[src/hw/rtl/colq_pkg.sv]
package colq_pkg;

    typedef enum logic [1:0] {
        CMD_INSERT = 2'd0,
        CMD_REMOVE = 2'd1,
        CMD_QUERY  = 2'd2
    } cmd_t;

    typedef enum logic [1:0] {
        ST_DONE  = 2'd0,
        ST_HIT   = 2'd1,
        ST_FULL  = 2'd2,
        ST_NOTAG = 2'd3
    } status_t;

    localparam int TAG_W  = 16;
    localparam int POS_W  = 16;
    localparam int SIZE_W = 15;

    // stored or listener collider, raw fields as they arrive
    typedef struct packed {
        logic              kind;
        logic [POS_W-1:0]  px;
        logic [POS_W-1:0]  py;
        logic [SIZE_W-1:0] sx;
        logic [SIZE_W-1:0] sy;
        logic [SIZE_W-1:0] rad;
    } shape_t;

    typedef struct packed {
        logic [TAG_W-1:0] tag;
        shape_t           shape;
    } entry_t;

    typedef struct packed {
        status_t          status;
        logic [TAG_W-1:0] tag;
        logic             kind;
        logic             last;
    } res_t;

    // result queue
    localparam int RES_DEPTH = 8;
    localparam int RES_AW    = 3;
    localparam int RES_CW    = RES_AW + 1;
    // entries in flight between read issue and hit: memory, two overlap stages,
    // the pending hit register and the closing result need room in the queue
    localparam int RES_ISSUE_MAX = RES_DEPTH - 5;

endpackage

[src/hw/rtl/colq_table.sv]
module colq_table #(
    parameter int DEPTH = 32,
    parameter int AW    = 5
) (
    input  logic                 aclk,
    input  logic                 aresetn,
    input  logic                 rd_en,
    input  logic [AW-1:0]        rd_addr,
    output logic                 rd_ack,
    output logic                 rd_vld,
    output logic [AW-1:0]        rd_idx,
    output colq_pkg::entry_t     rd_data,
    input  logic                 wr_en,
    input  logic                 clr_en,
    input  logic [AW-1:0]        wr_addr,
    input  colq_pkg::entry_t     wr_data
);

    colq_pkg::entry_t mem_reg [DEPTH];
    logic [DEPTH-1:0] valid_reg;
    logic             ack_reg;
    logic             vld_reg;
    logic [AW-1:0]    idx_reg;
    colq_pkg::entry_t data_reg;

    always_ff @(posedge aclk) begin
        if (wr_en) begin
            mem_reg[wr_addr] <= wr_data;
        end
        if (rd_en) begin
            data_reg <= mem_reg[rd_addr];
            idx_reg  <= rd_addr;
        end
    end

    always_ff @(posedge aclk) begin
        if (!aresetn) begin
            valid_reg <= '0;
            ack_reg   <= 1'b0;
            vld_reg   <= 1'b0;
        end else begin
            ack_reg <= rd_en;
            if (rd_en) begin
                vld_reg <= valid_reg[rd_addr];
            end
            if (wr_en) begin
                valid_reg[wr_addr] <= 1'b1;
            end else if (clr_en) begin
                valid_reg[wr_addr] <= 1'b0;
            end
        end
    end

    assign rd_ack  = ack_reg;
    assign rd_vld  = vld_reg;
    assign rd_idx  = idx_reg;
    assign rd_data = data_reg;

endmodule

[config.mk]
export PLATFORM = sky130hd
export DESIGN_NAME = colq_table
export DESIGN_NICKNAME = d
export VERILOG_FILES = /design/src/hw/rtl/colq_pkg.sv /design/src/hw/rtl/colq_table.sv
export SDC_FILE = /design/constraint.sdc
export NUM_CORES = 2
export LEC_CHECK = 0
export BUFFER_PORTS_ARGS = -buffer_cell sky130_fd_sc_hd__buf_2
export CAP_MARGIN = 10
export CELL_PAD_IN_SITES_DETAIL_PLACEMENT = 0
export CELL_PAD_IN_SITES_GLOBAL_PLACEMENT = 1
export CORE_MARGIN = 4
export CORE_UTILIZATION = 53
export CTS_BUF_LIST = sky130_fd_sc_hd__clkbuf_4
export CTS_CLUSTER_DIAMETER = 50
export CTS_CLUSTER_SIZE = 12
export DETAILED_ROUTE_END_ITERATION = 12
export PLACE_DENSITY_LB_ADDON = 0.15
export SETUP_SLACK_MARGIN = 0.05
export SYNTH_ARGS = -nofsm -noshare
export SYNTH_HDL_FRONTEND = slang
export SYNTH_SLANG_ARGS = --single-unit
[constraint.sdc]
create_clock -name aclk -period 5.3 [get_ports aclk]
set_clock_uncertainty 0.15 [all_clocks]
set_input_delay 0.265 -clock aclk [delete_from_list [all_inputs] [get_ports aclk]]
set_output_delay 0.265 -clock aclk [all_outputs]
set_load 0.005 [all_outputs]
* Word-level counts from Yosys, hierarchy flattened
Memories as Yosys holds them, arrays and structs flattened. A register that Yosys moved wholly into a read port is not among the register bits.
Index checks and enable logic that the tools add are counted.
** Cells by class
- Mux-type cells :: 8
- Bitwise logic cells :: 3
- Multipliers :: 0
- Shift-type cells :: 0
- $lt $le $gt $ge :: 3
- Divide/modulo/power cells :: 0
- Equal/unequal tests :: 0
- $add $sub $neg :: 0
- Reduce and logical (&&, ||, !) cells :: 2
** Operator list (number)
- $mux W32 :: 2
- $and A32 B32 Y32 :: 1
- $not A32 Y32 :: 1
- $or A32 B32 Y32 :: 1
- $lt A5 B6 Y1 const B :: 2
- $bmux W1 S5 :: 1
- $demux W1 S5 :: 1
- $ge A5 B1 Y1 const B :: 1
- $mux W1 :: 4
- $reduce_bool A2 Y1 :: 1
- $logic_and A1 B1 Y1 :: 1
** Word-level totals
- Word-level logic and storage cells :: 21
- Register bits after elaboration :: 39
- Bits of input ports :: 109
- RAM bits :: 3008
- Memories :: 1
- Latch bits :: 0
- Memory bits (read-only) :: 0
** Memories
- mem_reg :: depth 32, bits a word 94, read ports 1, clocked after memory_dff 1, write ports 1, line colq_table.sv:19 : colq_pkg::entry_t mem_reg [DEPTH];

* Longest topological paths before layout
- Depth in word-level cells :: 8
- Depth in mapped cells :: 10
- Depth with buffers taken out :: 4

* Least setup slack after synthesis
OpenSTA, ideal clock, no wires.
- Kind :: input to register
- Start point :: input wr_addr[4]
- End point :: memory mem_reg[17][0] (netlist name), enable pin
- Stages on the path :: 4
- Data required time :: 4601 ps
- Library setup time :: 549 ps
- Arrival :: 5056 ps
- Path slack :: -455 ps
- Path through :: clkbuf_1 -> or3b_2 -> clkbuf_1 -> nor2_1
** RTL lines
- start: declaration :: line colq_table.sv:15 : input logic [AW-1:0] wr_addr,
- end: declaration :: line colq_table.sv:19
No word-level cell before the write port.

==> metrics.txt <==
grt total ovfl 0; Hold Path Class in2reg; CTS tree yes; core area roughly 220000 sq um; Post-Place Cells ~7800; slowest cell on the critical path or2_1; Leak slightly above 0.04 uW; Worst Path Arrival ~4 ns; CP startpoint kind input pin; Post-route DRC 0; nets ~5500; CP cell instances dlygate4sd3_1 > dlygate4sd3_1 > buf_8 > or2_1 > buf_4 > o22ai_1 > a31o_2 > dlygate4sd3_1; Synth area leader edfxtp_1; Yosys Warn Count 0; crit-path most repeated cell dlygate4sd3_1; Final Hold Vio Count 0; most frequent cells in the layout edfxtp_1 (3107), mux4_2 (876), clkbuf_4 (369); vias in the first global route approximately 56000; initial antenna violation count 27; worst reg2reg path endpoint rd_data[56]$_DFFE_PP_; gpl congestion 0.734; first-pass GRT wire length 420000 um; asr flop ratio synth 0; most common cell after layout, fill and taps aside edfxtp_1; number of fill cells approximately 16000; Port Buf Inserts between 200 and 250; Crit Path Class in2reg; drt first pass iters 5; drt initial violations 7170; max reg flops roughly 3000; Mapped Area 119000 sq um; Clock power frac 0.279; share of cells above drive strength 1 0.327; root buffer cell clkbuf_4; Avg Inst Size Synth 25.3 sq um; synth top area cells edfxtp_1 (79%), mux4_2 (17%), mux2i_1 (1.0%); post-route insts no fill ~8500; Final setup viols 0; CTS sink cnt 3141; syn nets between 4000 and 5000; Sw Ratio 0.217; post-detail-place hpwl 142000 um; worst slew pin tran around 1.2 ns; R2R depth 5; row count approximately 170; Clock H-tree levels 5; min-delay src wr_addr[2]; Post-DRT Antenna Nets 0; R2R setup slack around 3.0 ns; WL final approximately 300000 um; Crit Reg-Reg Startpoint mem_reg[9][56]$_DFFE_PP_; Int Power 32900 uW; Pins Over Slew Limit 0; post-synth top area share 0.787; Layout Area Growth over Synthesis 10.3%; maximum buffer depth of the clock tree 4; count of unique library cells instantiated by Yosys 36; status finished, final reports clean; Seq pwr share 0.661; Synth Register Bits 3141; Critical Path Sink Type flop; Ports 210; required time worst endpoint approximately 6.3 ns; Peak VDD IR 0.261 mV; GRT Total Usage 0.258; postcts setup bufs 0; clk slew on worst S/H paths 0.14 ns; top_reg_cell synth edfxtp_1; final hold slack ~0.23 ns; max_slew headroom 0.206; Post-synth EDFFs between 3000 and 4000; cts bufs inserted 335; Cells after Synth roughly 4700; initial core utilization 0.533; die height approximately 480 um; Via density ~6.5; share of the yosys chip area belonging to registers 0.793; Die ar. 231000 sq um; CTS Hold Bufs 239; Gate power share 0.060; hold path depth 6; Post-CTS Resized 0; WL/cell about 35 um; P per Cell Area roughly 320 nW/um^2; Crit Path Max Fanout 45; chip width around 480 um; Tcrit/Tclk final 0.561; via count 54846; fmax about 340 MHz; RSZ-0062 raised after global routing no; largest net degree at the start of global routing 95; min cycle time layout ~3 ns; max cap viols 0; net switching power 9120 uW; Worst-Skew Late Latency approximately 1.4 ns; Max stage delay on crit path ~0.83 ns
-- power groups by stage --
stage / Combinational, uW / Sequential [uW] / Clock (uW)
after global placement: 2340 / 28300 / 0
after floorplan: 1400 / 28300 / 0
after global routing: 2680 / 27800 / 13200
after CTS: 2540 / 27800 / 12100
final: 2510 / 27800 / 11700
after detailed placement: 2370 / 28300 / 0
-- worst max-delay path by stage --
stage,start,to,slack [ns]
6_report,rd_addr[2],rd_data[56]$_DFFE_PP_,2.32
5_1_grt,rd_addr[3],rd_data[56]$_DFFE_PP_,2.34
4_1_cts,rd_data[21]$_DFFE_PP_,rd_data[21],2.49
3_5_place_dp,rd_addr[0],rd_data[36]$_DFFE_PP_,2.01
3_3_place_gp,rd_addr[0],rd_data[36]$_DFFE_PP_,2.03
2_1_floorplan,wr_addr[4],mem_reg[17][0]$_DFFE_PP_,-0.45
-- final cells by class --
cell class              count  area (sq um)  area share
diodes                     11          27.5    0.000211
multi-input cells        1301         23600       0.181
inverters                   1          11.3   0.0000862
well taps                2975          3720      0.0285
repair buffers            612          5720      0.0438
clock inverters            72           807     0.00618
clock buffers             369          2770      0.0212
flip-flops and latches   3141         94000       0.719
-- cells in the mapped netlist, types with 3 or more instances --
cell type  count
nand3_1        3
mux4_2       876
nand2b_1       4
nand3b_1       7
a221o_1       12
o22a_1        16
dfxtp_1       34
buf_6          5
buf_2         72
o21a_1        64
nor2_1        35
mux2_2        85
o22ai_1       20
buf_4         25
or3b_2         4
clkbuf_1     120
edfxtp_1    3107
nand2_1       17
buf_1         25
mux2i_1      122
a31o_2         6
o221ai_1      16
-- cells by family after synthesis --
logic type / count (synthesis) / synth area share
mux: 1083 / 0.185
buf+inv: 248 / 0.00972
flops: 3141 / 0.793
compound gates: 141 / 0.00935
simple gates: 77 / 0.00308
-- worst max-delay path, delay by kind of cell --
| kind | cells | cell delay (ns) |
|---|---|---|
| AO/OA/AOI/OAI | 2 | 0.36 |
| buffers and inverters | 5 | 2.45 |
| AND/OR/NAND/NOR | 1 | 0.83 |
-- layer usage --
layer  GRT usage  vias up  part of all wire
met5           0        -           0.00028
met3      0.0428      392             0.080
li1            -    21823                 -
met2       0.406     2523              0.48
met1       0.390    30096              0.42
met4      0.0535       12             0.018
-- through the flow --
stage	instance area, sq um	TNS, ns	power, uW	util	setup slack [ns]
after detailed placement	125000	0	30700	0.561	2.01
after floorplan	119000	-694.36	29700	-	-0.455
after global placement	125000	0	30700	0.561	2.03
after CTS	131000	0	42400	0.588	2.49
final	131000	0	42000	0.588	2.32
after global routing	131000	0	43700	0.588	2.34
No activity file was read; power rests on OpenSTA's default activity.
