File: config.mk
export PLATFORM = sky130hd
export DESIGN_NAME = colq_res_fifo
export DESIGN_NICKNAME = d
export VERILOG_FILES = /design/src/hw/rtl/colq_pkg.sv /design/src/hw/rtl/colq_res_fifo.sv
export SDC_FILE = /design/constraint.sdc
export NUM_CORES = 1
export LEC_CHECK = 0
export BUFFER_PORTS_ARGS = -buffer_cell sky130_fd_sc_hd__buf_2
export CAP_MARGIN = 10
export CORE_MARGIN = 5
export CORE_UTILIZATION = 50
export CTS_BUF_LIST = sky130_fd_sc_hd__clkbuf_8
export DETAILED_ROUTE_END_ITERATION = 8
export GPL_ROUTABILITY_DRIVEN = 0
export GPL_TIMING_DRIVEN = 0
export PLACE_DENSITY = 0.71
export SETUP_SLACK_MARGIN = 0.1
export SLEW_MARGIN = 0
export SYNTH_ARGS = -nofsm -noshare
export SYNTH_HDL_FRONTEND = slang
export SYNTH_SLANG_ARGS = --single-unit
export TNS_END_PERCENT = 20
File: constraint.sdc
create_clock -name aclk -period 2.3 [get_ports aclk]
set_input_delay 0.46 -clock aclk [delete_from_list [all_inputs] [get_ports aclk]]
set_output_delay 0.46 -clock aclk [all_outputs]
set_load 0.02 [all_outputs]
File: src/hw/rtl/colq_pkg.sv
package colq_pkg;

    typedef enum logic [1:0] {
        CMD_INSERT = 2'd0,
        CMD_REMOVE = 2'd1,
        CMD_QUERY  = 2'd2
    } cmd_t;

    typedef enum logic [1:0] {
        ST_DONE  = 2'd0,
        ST_HIT   = 2'd1,
        ST_FULL  = 2'd2,
        ST_NOTAG = 2'd3
    } status_t;

    localparam int TAG_W  = 16;
    localparam int POS_W  = 16;
    localparam int SIZE_W = 15;

    // stored or listener collider, raw fields as they arrive
    typedef struct packed {
        logic              kind;
        logic [POS_W-1:0]  px;
        logic [POS_W-1:0]  py;
        logic [SIZE_W-1:0] sx;
        logic [SIZE_W-1:0] sy;
        logic [SIZE_W-1:0] rad;
    } shape_t;

    typedef struct packed {
        logic [TAG_W-1:0] tag;
        shape_t           shape;
    } entry_t;

    typedef struct packed {
        status_t          status;
        logic [TAG_W-1:0] tag;
        logic             kind;
        logic             last;
    } res_t;

    // result queue
    localparam int RES_DEPTH = 8;
    localparam int RES_AW    = 3;
    localparam int RES_CW    = RES_AW + 1;
    // entries in flight between read issue and hit: memory, two overlap stages,
    // the pending hit register and the closing result need room in the queue
    localparam int RES_ISSUE_MAX = RES_DEPTH - 5;

endpackage

File: src/hw/rtl/colq_res_fifo.sv
module colq_res_fifo (
    input  logic                          aclk,
    input  logic                          aresetn,
    input  logic                          push,
    input  colq_pkg::res_t                push_data,
    input  logic                          pop,
    output logic                          out_valid,
    output colq_pkg::res_t                out_data,
    output logic [colq_pkg::RES_CW-1:0]   count
);

    colq_pkg::res_t                 fifo_reg [colq_pkg::RES_DEPTH];
    logic [colq_pkg::RES_AW-1:0]    wr_ptr_reg, rd_ptr_reg;
    logic [colq_pkg::RES_CW-1:0]    count_reg;
    logic                           do_pop;

    assign do_pop = pop && (count_reg != '0);

    always_ff @(posedge aclk) begin
        if (push) begin
            fifo_reg[wr_ptr_reg] <= push_data;
        end
    end

    always_ff @(posedge aclk) begin
        if (!aresetn) begin
            wr_ptr_reg <= '0;
            rd_ptr_reg <= '0;
            count_reg  <= '0;
        end else begin
            if (push) begin
                wr_ptr_reg <= wr_ptr_reg + 1'b1;
            end
            if (do_pop) begin
                rd_ptr_reg <= rd_ptr_reg + 1'b1;
            end
            if (push && !do_pop) begin
                count_reg <= count_reg + 1'b1;
            end else if (!push && do_pop) begin
                count_reg <= count_reg - 1'b1;
            end
        end
    end

    assign out_valid = (count_reg != '0);
    assign out_data  = fifo_reg[rd_ptr_reg];
    assign count     = count_reg;

endmodule
# [Yosys cells after proc, flatten, opt, wreduce, memory -nomap -nowiden]
# Memory sizes are Yosys's and may differ from the RTL's. A register that Yosys moved wholly into a read port is not among the register bits.
# Cells that the tools add are included.
[word_totals] register_bits=10 inputBits=24 mem_bits_ro=0 n_memories=1 output_inout_bits=25 elab_cells=21 mem_bits_rw=160 latch_bits=0
[classes] n_eq_ne=0 reduce_logical=7 shifts=0 n_addsub=4 muxes=6 bitwise_logic=0 multipliers=0 magnitude_cmp=0 n_div=0
[memory_table] name="fifo_reg" words=8 word_bits=20 rd=1 rd_ports_with_merged_regs=1 write_ports=1 line="colq_res_fifo.sv:12" rtl="colq_pkg::res_t fifo_reg [colq_pkg::RES_DEPTH];"
[op_table] operator="$mux 4" n=2
[op_table] operator="$add 3x1->3 const B" n=2
[op_table] operator="$mux 3" n=2
[op_table] operator="$add 4x1->4 const B" n=1
[op_table] operator="$reduce_bool 4->1" n=1
[op_table] operator="$sub 4x1->4 const B" n=1
[op_table] operator="$logic_and 1x1->1" n=3
[op_table] operator="$logic_not 1->1" n=2
[op_table] operator="$mux 1" n=2
[op_table] operator="$reduce_bool 2->1" n=1

# [Logic depth before layout (Yosys ltp)]
[depth] depth_word=5 mapped_depth=9 mapped_depth_nobuf=9

# [Worst setup path before layout]
# No wires, ideal clock.
[synth_path] path_type="input to register" start="input port push" end="memory fifo_reg[0][0] (netlist name), enable pin" cell_stages=2 required_ns=1.878 slack_ns=-0.079 t_arrival_ns=1.957 n_path_buf=0 setup_time_ns=0.422 path_cell_list="nand2b_1 > nor3_1"
[synth_via] elab_chain_cells=2
[synth_rtl] element="from (decl)" line="colq_res_fifo.sv:4" rtl="input logic push,"
[synth_rtl] element="$mux 1" line="colq_res_fifo.sv:20" rtl="if (push) begin"
[synth_rtl] element="$mux 1 (implied by the code)" line="colq_res_fifo.sv:21" rtl="fifo_reg[wr_ptr_reg] <= push_data;"
[synth_rtl] element="to (decl)" line="colq_res_fifo.sv:12"
# Every way passes these cells.

==> flow_metrics.env <==
export IMPL_grt_total_usage=0.162
export IMPL_grt_pass1_wl_um=19200
export IMPL_syn_area_um2=6800
export IMPL_n_antenna_cell=0
export IMPL_hp_class="primary input to flop"
export IMPL_path_max_fanout=10
export IMPL_fin_crit_ps=2550
export IMPL_timing_hold_ws_ps=280
export IMPL_clockRootBuffer="clkbuf_8"
export IMPL_post_route_drc_count=0
export IMPL_grt_ovfl_total=0
export IMPL_dr_pass1_iters=4
export IMPL_crit_required_ps=1840
export IMPL_start_util=0.511
export IMPL_arrival_ps=2090
export IMPL_yosys_warnings=0
export IMPL_dp_cells=533
export IMPL_synth_top_cell_by_area="edfxtp_1"
export IMPL_synth_most_common_cell="edfxtp_1"
export IMPL_syn_nets=330
export IMPL_use_met3=0.0458
export IMPL_slew_headroom=0.365
export IMPL_ys_seq_elements=173
export IMPL_grt_setup_unrepaired="true"
export IMPL_drt_total_wl_um=12200
export IMPL_p_leak_nw=2.74
export IMPL_ys_seq_area_frac=0.745
export IMPL_largest_reg_flops=160
export IMPL_violations="setup timing"
export IMPL_tightest_slew_ps=953
export IMPL_drv_cap=0
export IMPL_via_per_inst=5.48
export IMPL_ys_types=27
export IMPL_postCtsHoldBufs=0
export IMPL_grt_busiest_layer="met2"
export IMPL_die_w_um=127
export IMPL_wl_per_cell_um=21.4
export IMPL_start_kind="flop"
export IMPL_synth_common_cells="edfxtp_1, mux4_1, mux2_2, dfxtp_1"
export IMPL_power_density_nw_per_um2=1010
export IMPL_instances_no_fill=570
export IMPL_synth_area_mux_share=0.192
export IMPL_synth_top_family_by_area="multiplexers"
export IMPL_port_buffers=48
export IMPL_post_synth_cell_area_avg_um2=22.7
export IMPL_synth_edf_count=160
export IMPL_synth_xor_area_share=0.00773
export IMPL_finalWorstSetupSlack_ps=-249
export IMPL_synthFlopType="edfxtp_1"
export IMPL_max_stage_delay_ps=560
export IMPL_cts_sinks=173
export IMPL_ys_async_sr_fraction=0
export IMPL_synthAdderAreaFrac=0.0121
export IMPL_antenna_found_initial=0
export IMPL_syn_inst=300
export IMPL_syn_to_final_growth_pct=19.2
export IMPL_die_area_um2=16000
export IMPL_core_um2=13300
export IMPL_use_met1=0.229
export IMPL_fin_nets=411
export IMPL_die_h_um=127
export IMPL_insertion_delay_ps=430
export IMPL_slowest_stage="mux4_1"
export IMPL_clockBufferDepth=2
export IMPL_max_freq_mhz=392
export IMPL_final_util=0.610
export IMPL_synthSimpleGateAreaFrac=0.0254
export IMPL_drtIter0Drc=282
export IMPL_clk_pin_slew_ps=80
export IMPL_synth_compound_area_share=0.00460
export IMPL_cts_tree="done"
export IMPL_outcome="complete, but fails checks"
export IMPL_ir_drop_v=0.000716
export IMPL_drive_gt1_frac=0.414
export IMPL_grt_pass1_vias=3243
export IMPL_finalSetupViolations=20
export IMPL_post_dp_hpwl_um=7500
export IMPL_endpoint_kind="output port"
export IMPL_drtAntennaViolNets=0
export IMPL_route_vias_total=3125
export IMPL_met2_usage=0.253
export IMPL_synth_top_area_share=0.707
export IMPL_hold_viol_final=0
export IMPL_cts_buffers=17
export IMPL_finalMaxSlewViolations=0
export IMPL_synth_area_leaders="edfxtp_1, mux4_1, dfxtp_1, mux2_2, ha_1"
export IMPL_grt_start_max_net_pins=17
export IMPL_row_count=42
export IMPL_cp_cell_sequence="buf_8 -> buf_12 -> mux4_1 -> mux2_4 -> buf_6"
export IMPL_critPathKind="flop to output port"
export IMPL_htreeDepth=4
export IMPL_ios=49
export IMPL_period_share=1.11
export IMPL_skew_ps=11.6
-- stage by stage --
step	cell area [um^2]	power, mW	setup slack (ps)	setup TNS, ps
detailed placement	7480	5.64	-135	-135
global route	8110	8.54	-333	-6150
global placement	7270	5.58	-1620	-111720
finish	8110	8.16	-249	-4380
CTS	8110	8.19	-267	-4900
floorplan	6810	5.09	-73.9	-1540
-- repair_timing --
item / CTS / global route
pin swaps: 1 / 1
buffers inserted: 3 / 0
endpoints found under the setup margin: 22 / 22
gates resized for setup: 86 / 14
cloned: 2 / 0
-- path summary, 6_finish.rpt --
path	from	endpoint	slack, ps	depth (start not counted)
max	flop	out_data[1]	-250	5
min reg2reg	count[3]$_SDFFE_PN0P_	count[3]$_SDFFE_PN0P_	480	2
min	aresetn	count[3]$_SDFFE_PN0P_	280	3
max reg2reg	count[2]$_SDFFE_PN0P_	count[3]$_SDFFE_PN0P_	110	9
-- worst max-delay path: cells and delay by family, from the launching register on --
family                 cells  cell delay [ps]
buffers and inverters      3              440
multiplexers               2              860
flip-flops                 1              350
-- report_power, final --
group / internal [mW] / switching [mW]
Combinational: 1.41 / 1.09
Sequential: 3.58 / 0.0869
Clock: 1.01 / 0.991
Total: 5.99 / 2.17
-- cell usage in the layout, fill, tap and decap left out, drive strengths merged --
cell,count
ha,5
nor2b,2
bufinv,2
buf,70
o21ai,1
a21oi,1
xor2,1
nand2,7
nor2,7
a21boi,1
a211oi,1
nand2b,4
mux2,20
mux2i,3
inv,5
nor3,2
clkinv,5
clkinvlp,2
xnor2,5
nand3,3
a31oi,1
fa,1
mux4,40
and2,7
clkbuf,24
edfxtp,160
dfxtp,13
or4,1
-- routing by layer --
layer  up-vias  wire [um]  part of all wire
met5         -          0                 0
met4         0        100            0.0082
met3        12        844             0.069
met2       101       6070              0.50
met1      1594       5210              0.43
li1       1418          -                 -
-- cell type report --
type	instances	area [um^2]
Inverter	1	3.75
Buffer	13	131
Tap cell	176	220
Clock inverter	13	126
Timing Repair Buffer	62	631
Sequential cell	173	5070
Clock buffer	19	262
Multi-Input combinational cell	113	1660
Fill cell	903	5190
-- cell families (layout without fill, tap and decap cells) --
group / count (synthesis) / count (layout)
flops: 173 / 173
mux: 63 / 63
simple gates: 33 / 33
buf+inv: 14 / 108
fa+ha+maj: 6 / 6
xor+xnor: 6 / 6
compound gates: 5 / 5
Note: power is estimated with default switching activity, not from simulation.
