**config.mk**
```make
export PLATFORM = sky130hd
export DESIGN_NAME = colq_overlap
export DESIGN_NICKNAME = d
export VERILOG_FILES = /design/src/hw/rtl/colq_pkg.sv /design/src/hw/rtl/colq_overlap.sv
export SDC_FILE = /design/constraint.sdc
export NUM_CORES = 2
export LEC_CHECK = 0
export BUFFER_PORTS_ARGS = -buffer_cell sky130_fd_sc_hd__buf_2
export CAP_MARGIN = 20
export CORE_MARGIN = 4
export CORE_UTILIZATION = 35
export CTS_BUF_LIST = sky130_fd_sc_hd__clkbuf_8
export DETAILED_ROUTE_END_ITERATION = 8
export SETUP_SLACK_MARGIN = 0.05
export SLEW_MARGIN = 20
export SYNTH_ARGS = -nofsm -noshare
export SYNTH_HDL_FRONTEND = slang
export SYNTH_SLANG_ARGS = --single-unit
```
**constraint.sdc**
```tcl
create_clock -name aclk -period 10.8 [get_ports aclk]
set_input_delay 1.62 -clock aclk [delete_from_list [all_inputs] [get_ports aclk]]
set_output_delay 1.62 -clock aclk [all_outputs]
set_load 0.05 [all_outputs]
```
**src/hw/rtl/colq_pkg.sv**
```systemverilog
package colq_pkg;

    typedef enum logic [1:0] {
        CMD_INSERT = 2'd0,
        CMD_REMOVE = 2'd1,
        CMD_QUERY  = 2'd2
    } cmd_t;

    typedef enum logic [1:0] {
        ST_DONE  = 2'd0,
        ST_HIT   = 2'd1,
        ST_FULL  = 2'd2,
        ST_NOTAG = 2'd3
    } status_t;

    localparam int TAG_W  = 16;
    localparam int POS_W  = 16;
    localparam int SIZE_W = 15;

    // stored or listener collider, raw fields as they arrive
    typedef struct packed {
        logic              kind;
        logic [POS_W-1:0]  px;
        logic [POS_W-1:0]  py;
        logic [SIZE_W-1:0] sx;
        logic [SIZE_W-1:0] sy;
        logic [SIZE_W-1:0] rad;
    } shape_t;

    typedef struct packed {
        logic [TAG_W-1:0] tag;
        shape_t           shape;
    } entry_t;

    typedef struct packed {
        status_t          status;
        logic [TAG_W-1:0] tag;
        logic             kind;
        logic             last;
    } res_t;

    // result queue
    localparam int RES_DEPTH = 8;
    localparam int RES_AW    = 3;
    localparam int RES_CW    = RES_AW + 1;
    // entries in flight between read issue and hit: memory, two overlap stages,
    // the pending hit register and the closing result need room in the queue
    localparam int RES_ISSUE_MAX = RES_DEPTH - 5;

endpackage

```
**src/hw/rtl/colq_overlap.sv**
```systemverilog
module colq_overlap #(
    parameter int COORD_BITS = 16
) (
    input  logic                            aclk,
    input  logic                            aresetn,
    input  logic                            in_valid,
    input  colq_pkg::entry_t                entry,
    input  colq_pkg::shape_t                listener,
    output logic                            hit_valid,
    output logic [colq_pkg::TAG_W-1:0]      hit_tag,
    output logic                            hit_kind,
    output logic                            busy
);

    localparam int CW = (COORD_BITS < colq_pkg::POS_W) ? COORD_BITS : colq_pkg::POS_W;
    localparam int SH = colq_pkg::POS_W - CW;
    localparam int SW = 18;
    localparam int AB = 17;
    localparam int RW = colq_pkg::SIZE_W + 1;
    localparam int QW = 2 * AB + 1;

    function automatic logic signed [SW-1:0] to_coord(input logic [colq_pkg::POS_W-1:0] raw);
        logic signed [colq_pkg::POS_W-1:0] t;
        t = signed'(raw << SH);
        return SW'(t >>> SH);
    endfunction

    function automatic logic signed [SW-1:0] to_len(input logic [colq_pkg::SIZE_W-1:0] v);
        return signed'({{(SW - colq_pkg::SIZE_W){1'b0}}, v});
    endfunction

    logic signed [SW-1:0] lx, ly, lx2, ly2, ex, ey, ex2, ey2;
    logic signed [SW-1:0] rx, ry, rx2, ry2, cx, cy, nx, ny;
    logic signed [SW-1:0] dx, dy;
    logic [RW-1:0]        rad;
    logic                 both_rect, both_circ, rr_hit;

    // stage a: box test, or clamp and center difference
    always_comb begin
        lx  = to_coord(listener.px);
        ly  = to_coord(listener.py);
        ex  = to_coord(entry.shape.px);
        ey  = to_coord(entry.shape.py);
        lx2 = lx + to_len(listener.sx);
        ly2 = ly + to_len(listener.sy);
        ex2 = ex + to_len(entry.shape.sx);
        ey2 = ey + to_len(entry.shape.sy);
        both_rect = !listener.kind && !entry.shape.kind;
        both_circ = listener.kind && entry.shape.kind;
        rr_hit = !(lx2 < ex || ex2 < lx || ly2 < ey || ey2 < ly);
        if (!listener.kind) begin
            rx = lx; ry = ly; rx2 = lx2; ry2 = ly2; cx = ex; cy = ey;
        end else begin
            rx = ex; ry = ey; rx2 = ex2; ry2 = ey2; cx = lx; cy = ly;
        end
        nx = (cx < rx) ? rx : ((cx > rx2) ? rx2 : cx);
        ny = (cy < ry) ? ry : ((cy > ry2) ? ry2 : cy);
        if (both_circ) begin
            dx  = ex - lx;
            dy  = ey - ly;
            rad = RW'(listener.rad) + RW'(entry.shape.rad);
        end else begin
            dx  = cx - nx;
            dy  = cy - ny;
            rad = RW'(listener.kind ? listener.rad : entry.shape.rad);
        end
    end

    logic                        a_valid_reg, b_valid_reg;
    logic                        a_rr_reg, a_rrhit_reg, b_rr_reg, b_rrhit_reg;
    logic signed [SW-1:0]        a_dx_reg, a_dy_reg;
    logic [RW-1:0]               a_rad_reg;
    logic [colq_pkg::TAG_W-1:0]  a_tag_reg, b_tag_reg;
    logic                        a_kind_reg, b_kind_reg;
    logic [2*AB-1:0]             b_sqx_reg, b_sqy_reg;
    logic [2*RW-1:0]             b_rsq_reg;
    logic [AB-1:0]               adx, ady;

    always_comb begin
        adx = a_dx_reg[SW-1] ? AB'(-a_dx_reg) : AB'(a_dx_reg);
        ady = a_dy_reg[SW-1] ? AB'(-a_dy_reg) : AB'(a_dy_reg);
    end

    always_ff @(posedge aclk) begin
        if (!aresetn) begin
            a_valid_reg <= 1'b0;
            b_valid_reg <= 1'b0;
        end else begin
            a_valid_reg <= in_valid;
            b_valid_reg <= a_valid_reg;
        end
    end

    always_ff @(posedge aclk) begin
        a_rr_reg    <= both_rect;
        a_rrhit_reg <= rr_hit;
        a_dx_reg    <= dx;
        a_dy_reg    <= dy;
        a_rad_reg   <= rad;
        a_tag_reg   <= entry.tag;
        a_kind_reg  <= entry.shape.kind;
        // stage b: squares
        b_rr_reg    <= a_rr_reg;
        b_rrhit_reg <= a_rrhit_reg;
        b_sqx_reg   <= adx * adx;
        b_sqy_reg   <= ady * ady;
        b_rsq_reg   <= a_rad_reg * a_rad_reg;
        b_tag_reg   <= a_tag_reg;
        b_kind_reg  <= a_kind_reg;
    end

    // stage c: squared distance against squared radius, or the box test result for two rectangles
    assign hit_valid = b_valid_reg && (b_rr_reg ? b_rrhit_reg :
                       (QW'(b_sqx_reg) + QW'(b_sqy_reg) <= QW'(b_rsq_reg)));
    assign hit_tag   = b_tag_reg;
    assign hit_kind  = b_kind_reg;
    assign busy      = a_valid_reg || b_valid_reg;

endmodule

```
======== Word level (Yosys, flattened, before mapping) ========
Cells that the tools add are included.
storage, ports and cells
  register bits ........................... 192
  bits in latches ......................... 0
  RAM bits ................................ 0
  bits in read-only memories .............. 0
  word-level logic and storage cells ...... 67
  memories ................................ 0
operators by class
  add/sub/neg operators ................... 12
  multipliers ............................. 3
  divide/modulo/power cells ............... 0
  magnitude comparators ................... 9
  equal/unequal tests ..................... 0
  shift operators ......................... 0
  multiplexer cells ....................... 17
  bitwise logic cells ..................... 0
  reduce and logical (&&, ||, !) cells .... 10
operators by type and width
  cell                 number
  $mux W18             12
  $add A16 B16 Y17     4
  $lt A17 B16 Y1       4
  $mul A17 B17 Y34     2
  $gt A18 B18 Y1       2
  $lt A18 B18 Y1       2
  $sub A18 B18 Y18     2
  $add A34 B34 Y35     1
  $le A35 B32 Y1       1
  $mux W17             2
  $neg A17 Y17         2
  $sub A16 B16 Y17     2
  $mul A16 B16 Y32     1
  $add A15 B15 Y16     1
  $mux W16             1
  $mux W15             1
  $logic_or A1 B1 Y1   4
  $logic_and A1 B1 Y1  3
  $logic_not A1 Y1     3
  $mux W1              1

======== Depth between registers and ports, before layout ========
  depth in word-level cells ............... 7
  depth in mapped cells ................... 34
  mapped depth without buffers ............ 32

======== Worst setup path before layout ========
OpenSTA, ideal clock, no wires.
  path type ............................... input to register
  start point ............................. input listener[30] in the netlist's numbering
  end point ............................... register a_dx_reg[14]
  setup time .............................. 0.135 ns
  arrival ................................. 7.907 ns
  data required time ...................... 10.665 ns
  setup slack ............................. 2.758 ns
  stages on the path ...................... 30
  cells stage by stage .................... ha_1 > fa_1 > a211oi_1 > nor2_1 > o21ai_0 > a2111oi_0 > o31ai_1 > a21oi_1 > a311oi_1 > nor2_1 > ha_1 > nand2_1 > or4_1 > o31a_1 > o21ai_0 > inv_1 > a2111oi_0 > a211o_1 > buf_2 > a221oi_2 > ha_1 > nor2b_1 > o21a_1 > o21ai_0 > a21oi_1 > a211o_1 > a31o_2 > a21oi_1 > xor2_1 > mux2i_1
between the ends
  longest elaborated chain between the ends .. 7
ends and longest elaborated chain
  element                     line                text
  from (decl)                 colq_overlap.sv:8   input colq_pkg::shape_t listener,
  $add A16 B16 Y17 (*)        colq_overlap.sv:44  lx2 = lx + to_len(listener.sx);
  $mux W18 (*)                colq_overlap.sv:51  if (!listener.kind) begin
  $gt A18 B18 Y1              colq_overlap.sv:56  nx = (cx < rx) ? rx : ((cx > rx2) ? rx2 : cx);
  $mux W18 (*) (2 in series)  colq_overlap.sv:56
  $sub A18 B18 Y18 (*)        colq_overlap.sv:63  dx = cx - nx;
  $mux W18 (*)                colq_overlap.sv:58  if (both_circ) begin
  named net dx[14]            colq_overlap.sv:34  logic signed [SW-1:0] dx, dy;
  to (signal assigned)        colq_overlap.sv:97  a_dx_reg <= dx;
  to (decl)                   colq_overlap.sv:71  logic signed [SW-1:0] a_dx_reg, a_dy_reg;
The timed path passes the listed nets; every way through them passes the cells marked *.
A chain may end at the register's enable or synchronous reset.

======== Worst setup path after layout ========
  start point ............................. register a_dy_reg[0]
  end point ............................... register b_sqy_reg[32]
between the ends
  longest elaborated chain between the ends .. 3
ends and longest elaborated chain
  element                 line                 text
  from (decl)             colq_overlap.sv:71
  from (signal assigned)  colq_overlap.sv:98   a_dy_reg <= dy;
  $neg A17 Y17            colq_overlap.sv:81   ady = a_dy_reg[SW-1] ? AB'(-a_dy_reg) : AB'(a_dy_reg);
  $mux W17 (*)            colq_overlap.sv:81
  $mul A17 B17 Y34 (*)    colq_overlap.sv:106  b_sqy_reg <= ady * ady;
  to (signal assigned)    colq_overlap.sv:106
  to (decl)               colq_overlap.sv:75   logic [2*AB-1:0] b_sqx_reg, b_sqy_reg;
Mark *: on every way between the ends. The rest lies on a longest branch, timed or not.

==> results.md <==
- Outcome: finished clean
- Worst-margin pin slew: 1.08 ns
- Area share of the largest cell type after synthesis: 26.9%
- Max Cap Violations: 0
- Post-DRT Antenna Nets: 0
- Hold Path Class: reg2reg
- Slew HR: 27.6%
- Final Cycle Share: 83.1%
- Crit path depth: 28
- Post-CTS sizing: 0
- Worst R2R Path Depth: 28
- Synth area leader: fa_1
- Slowest CP cell: xnor2_1
- Nets: 6363
- Synth Instances: 4867
- Yosys reg bits: 189
- Fillers: 12000
- Cts bufs inserted: 17
- # IOs: 194
- Critical Path Sink Type: register
- Initial Utilization: 35.4%
- Startpoint Class: register
- HPWL Detailed: 89.3 mm
- Final setup viols: 0
- Share of layout cells above drive strength 1: 6.50%
- WP buf/inv: 7
- CTS root buffer: clkbuf_8
- Dpl ws: 1.52 ns
- Achievable Freq: 111 MHz
- Largest net degree at the start of global routing: 68
- Clk_skew: 0.0160 ns
- Avg Inst Size Synth: 8.47 um^2
- Crit path from: a_dy_reg[0]
- Critical Path Fanout Max: 12
- CTS tree: built
- Dominant synthesized flop cell: dfxtp_1
- Total Die Area: 123000 um^2
- Clk sinks: 189
- First-pass GRT wire length: 172 mm
- Via Count: 33100
- Cell area after layout: 44400 um^2
- Final GP Congestion: 0.882
- Number of cell rows: 125
- Reg-to-reg slack, setup: 1.82 ns
- Most frequent CP cell: inv_1
- Initial DRT Pass Iterations: 6
- Setup crit end: b_sqy_reg[32]
- Top-count cell post-synth: inv_1
- Area Growth Syn to Fin: 7.74%
- Area of the multi-input gates: 33400 um^2
- Grt ovf: 0
- Worst-path clk slew: 0.12 ns
- Longest Clk Path Bufs: 2
- Crit-path max cell delay: 0.66 ns
- Crit path time final: 8.98 ns
- Synth top area cells: fa_1 (27%), ha_1 (19%), dfxtp_1 (9.2%), inv_1 (8.6%), xnor2_1 (3.7%)
- Vias in the first global route: 34600
- Synth cell count leaders: inv_1 (949), ha_1 (617), fa_1 (553), nand2_1 (402), nor2_1 (347)
- Routed length per instance: 15.8 um
- Async S/R FF share, synth: 0%
- Crit path DAT: 9.53 ns
- Reg2reg start: a_dy_reg[0]
- Skew-Pair Late Insertion Delay: 0.61 ns
- EDFF count, synth: 0
- Post-synthesis sequential area ratio: 9.18%
- Setup TNS: 0 ns
- Total Routed Length: 103 mm
- Die X: 351 um
- PortBufs: 193
- WP data required: 11.35 ns
- Setup ws final: 1.82 ns
- Post-CTS Setup Bufs: 0
- Setup CP Type: reg2reg
- Post-placement cell area: 44000 um^2
- Syn Std Cell Area: 41200 um^2
- Gr usage total: 17.1%
- Residual DRC: 0
- Core area: 117000 um^2
- Hold Fails Final Rpt: 0
- Die Span Y: 351 um
- Htree depth: 4
- CTS hold repair buffers: 0
- Slew Viols, Final: 0
- FF/Latch Area: 3780 um^2
- Syn Nets: 6212
- Placed insts: 6523
- Largest delay share family, worst path: adder cells
- Initial antenna violation count: 2
- YS warnings: 0
- Unique masters post-synth: 90
- Iter 0 DRT Violations: 1683
- Worst reg2reg path endpoint: b_sqy_reg[32]
- RSZ-0062 raised after global routing: false
- Final instance count without filler cells: 6557
- Vias per cell: 5.05
logic make-up (layout without fill, tap and decap cells):
kind of cell,Yosys count,in the layout,synth area share (%)
simple gates,1216,1216,13.7
fa+ha+maj,1170,1170,45.6
buf+inv,1061,1225,9.78
compound gates,907,907,14.6
xor+xnor,265,265,5.74
flops,189,189,9.18
mux,59,59,1.46
other cells,0,2,0
area by class of cell:
type                       instances  share of cell area, %
sequential                       189                   8.52
antenna                            2                 0.0113
tap                             1524                   4.29
multi-input combinational       3617                   75.3
clock inverter                    15                  0.411
timing repair buffer             232                   2.84
clock buffer                      17                  0.527
inverter                         961                   8.12
placed cells by master (no fill, tap or decap), drive strengths merged, types with 20 or more instances in the layout:
cell,instances
mux2i,51
ha,617
dfxtp,189
a31oi,21
nor3,77
xnor2,179
and3,38
o21ai,178
xor2,86
o21a,47
nor2,349
o211ai,20
fa,553
nand2,402
nand3,70
buf,232
and2,61
or3,37
nand4,26
nand2b,51
a21oi,235
a211oi,54
nor2b,36
o31ai,27
or2,21
inv,960
o221ai,30
a21o,123
worst min path at each step:
stage / startpoint / to / slack [ns] / cells past startpoint
2_1_floorplan: a_rr_reg / b_rr_reg / 0.31 / 0
3_3_place_gp: a_tag_reg[10] / hit_tag[10] / 0.31 / 0
3_5_place_dp: a_kind_reg / hit_kind / 0.31 / 0
4_1_cts: a_tag_reg[1] / hit_tag[1] / 0.33 / 0
5_1_grt: a_tag_reg[1] / hit_tag[1] / 0.34 / 0
6_report: a_tag_reg[1] / hit_tag[1] / 0.33 / 0
stage by stage:
step	utilization [%]	hold slack, ns
after floorplan	-	0.310
after global placement	37.8	0.310
after detailed placement	37.8	0.313
after CTS	38.1	0.334
after global routing	38.1	0.337
final	38.1	0.329
metal layers:
metal	vias to the layer above	global-route usage (%)	part of all wire [%]
li1	16300	-	-
met1	16000	22.3	45
met2	690	30.2	49
met3	112	1.84	4.2
met4	0	4.67	2.3
met5	-	0	0
worst reg2reg max path, delay by kind of cell (launching register included):
kind                       cells  cell delay, ns
xor gates and xnor gates       1            0.66
AOI/OAI and AO/OA              6            1.59
adders and majority gates      7            3.37
and+or+nand+nor                7            1.60
buffers and inverters          7            1.23
DFF                            1            0.49
Power is left out: the tool's default activity adds up to more than one toggle a clock period on the data nets, which glitch-free logic cannot reach.
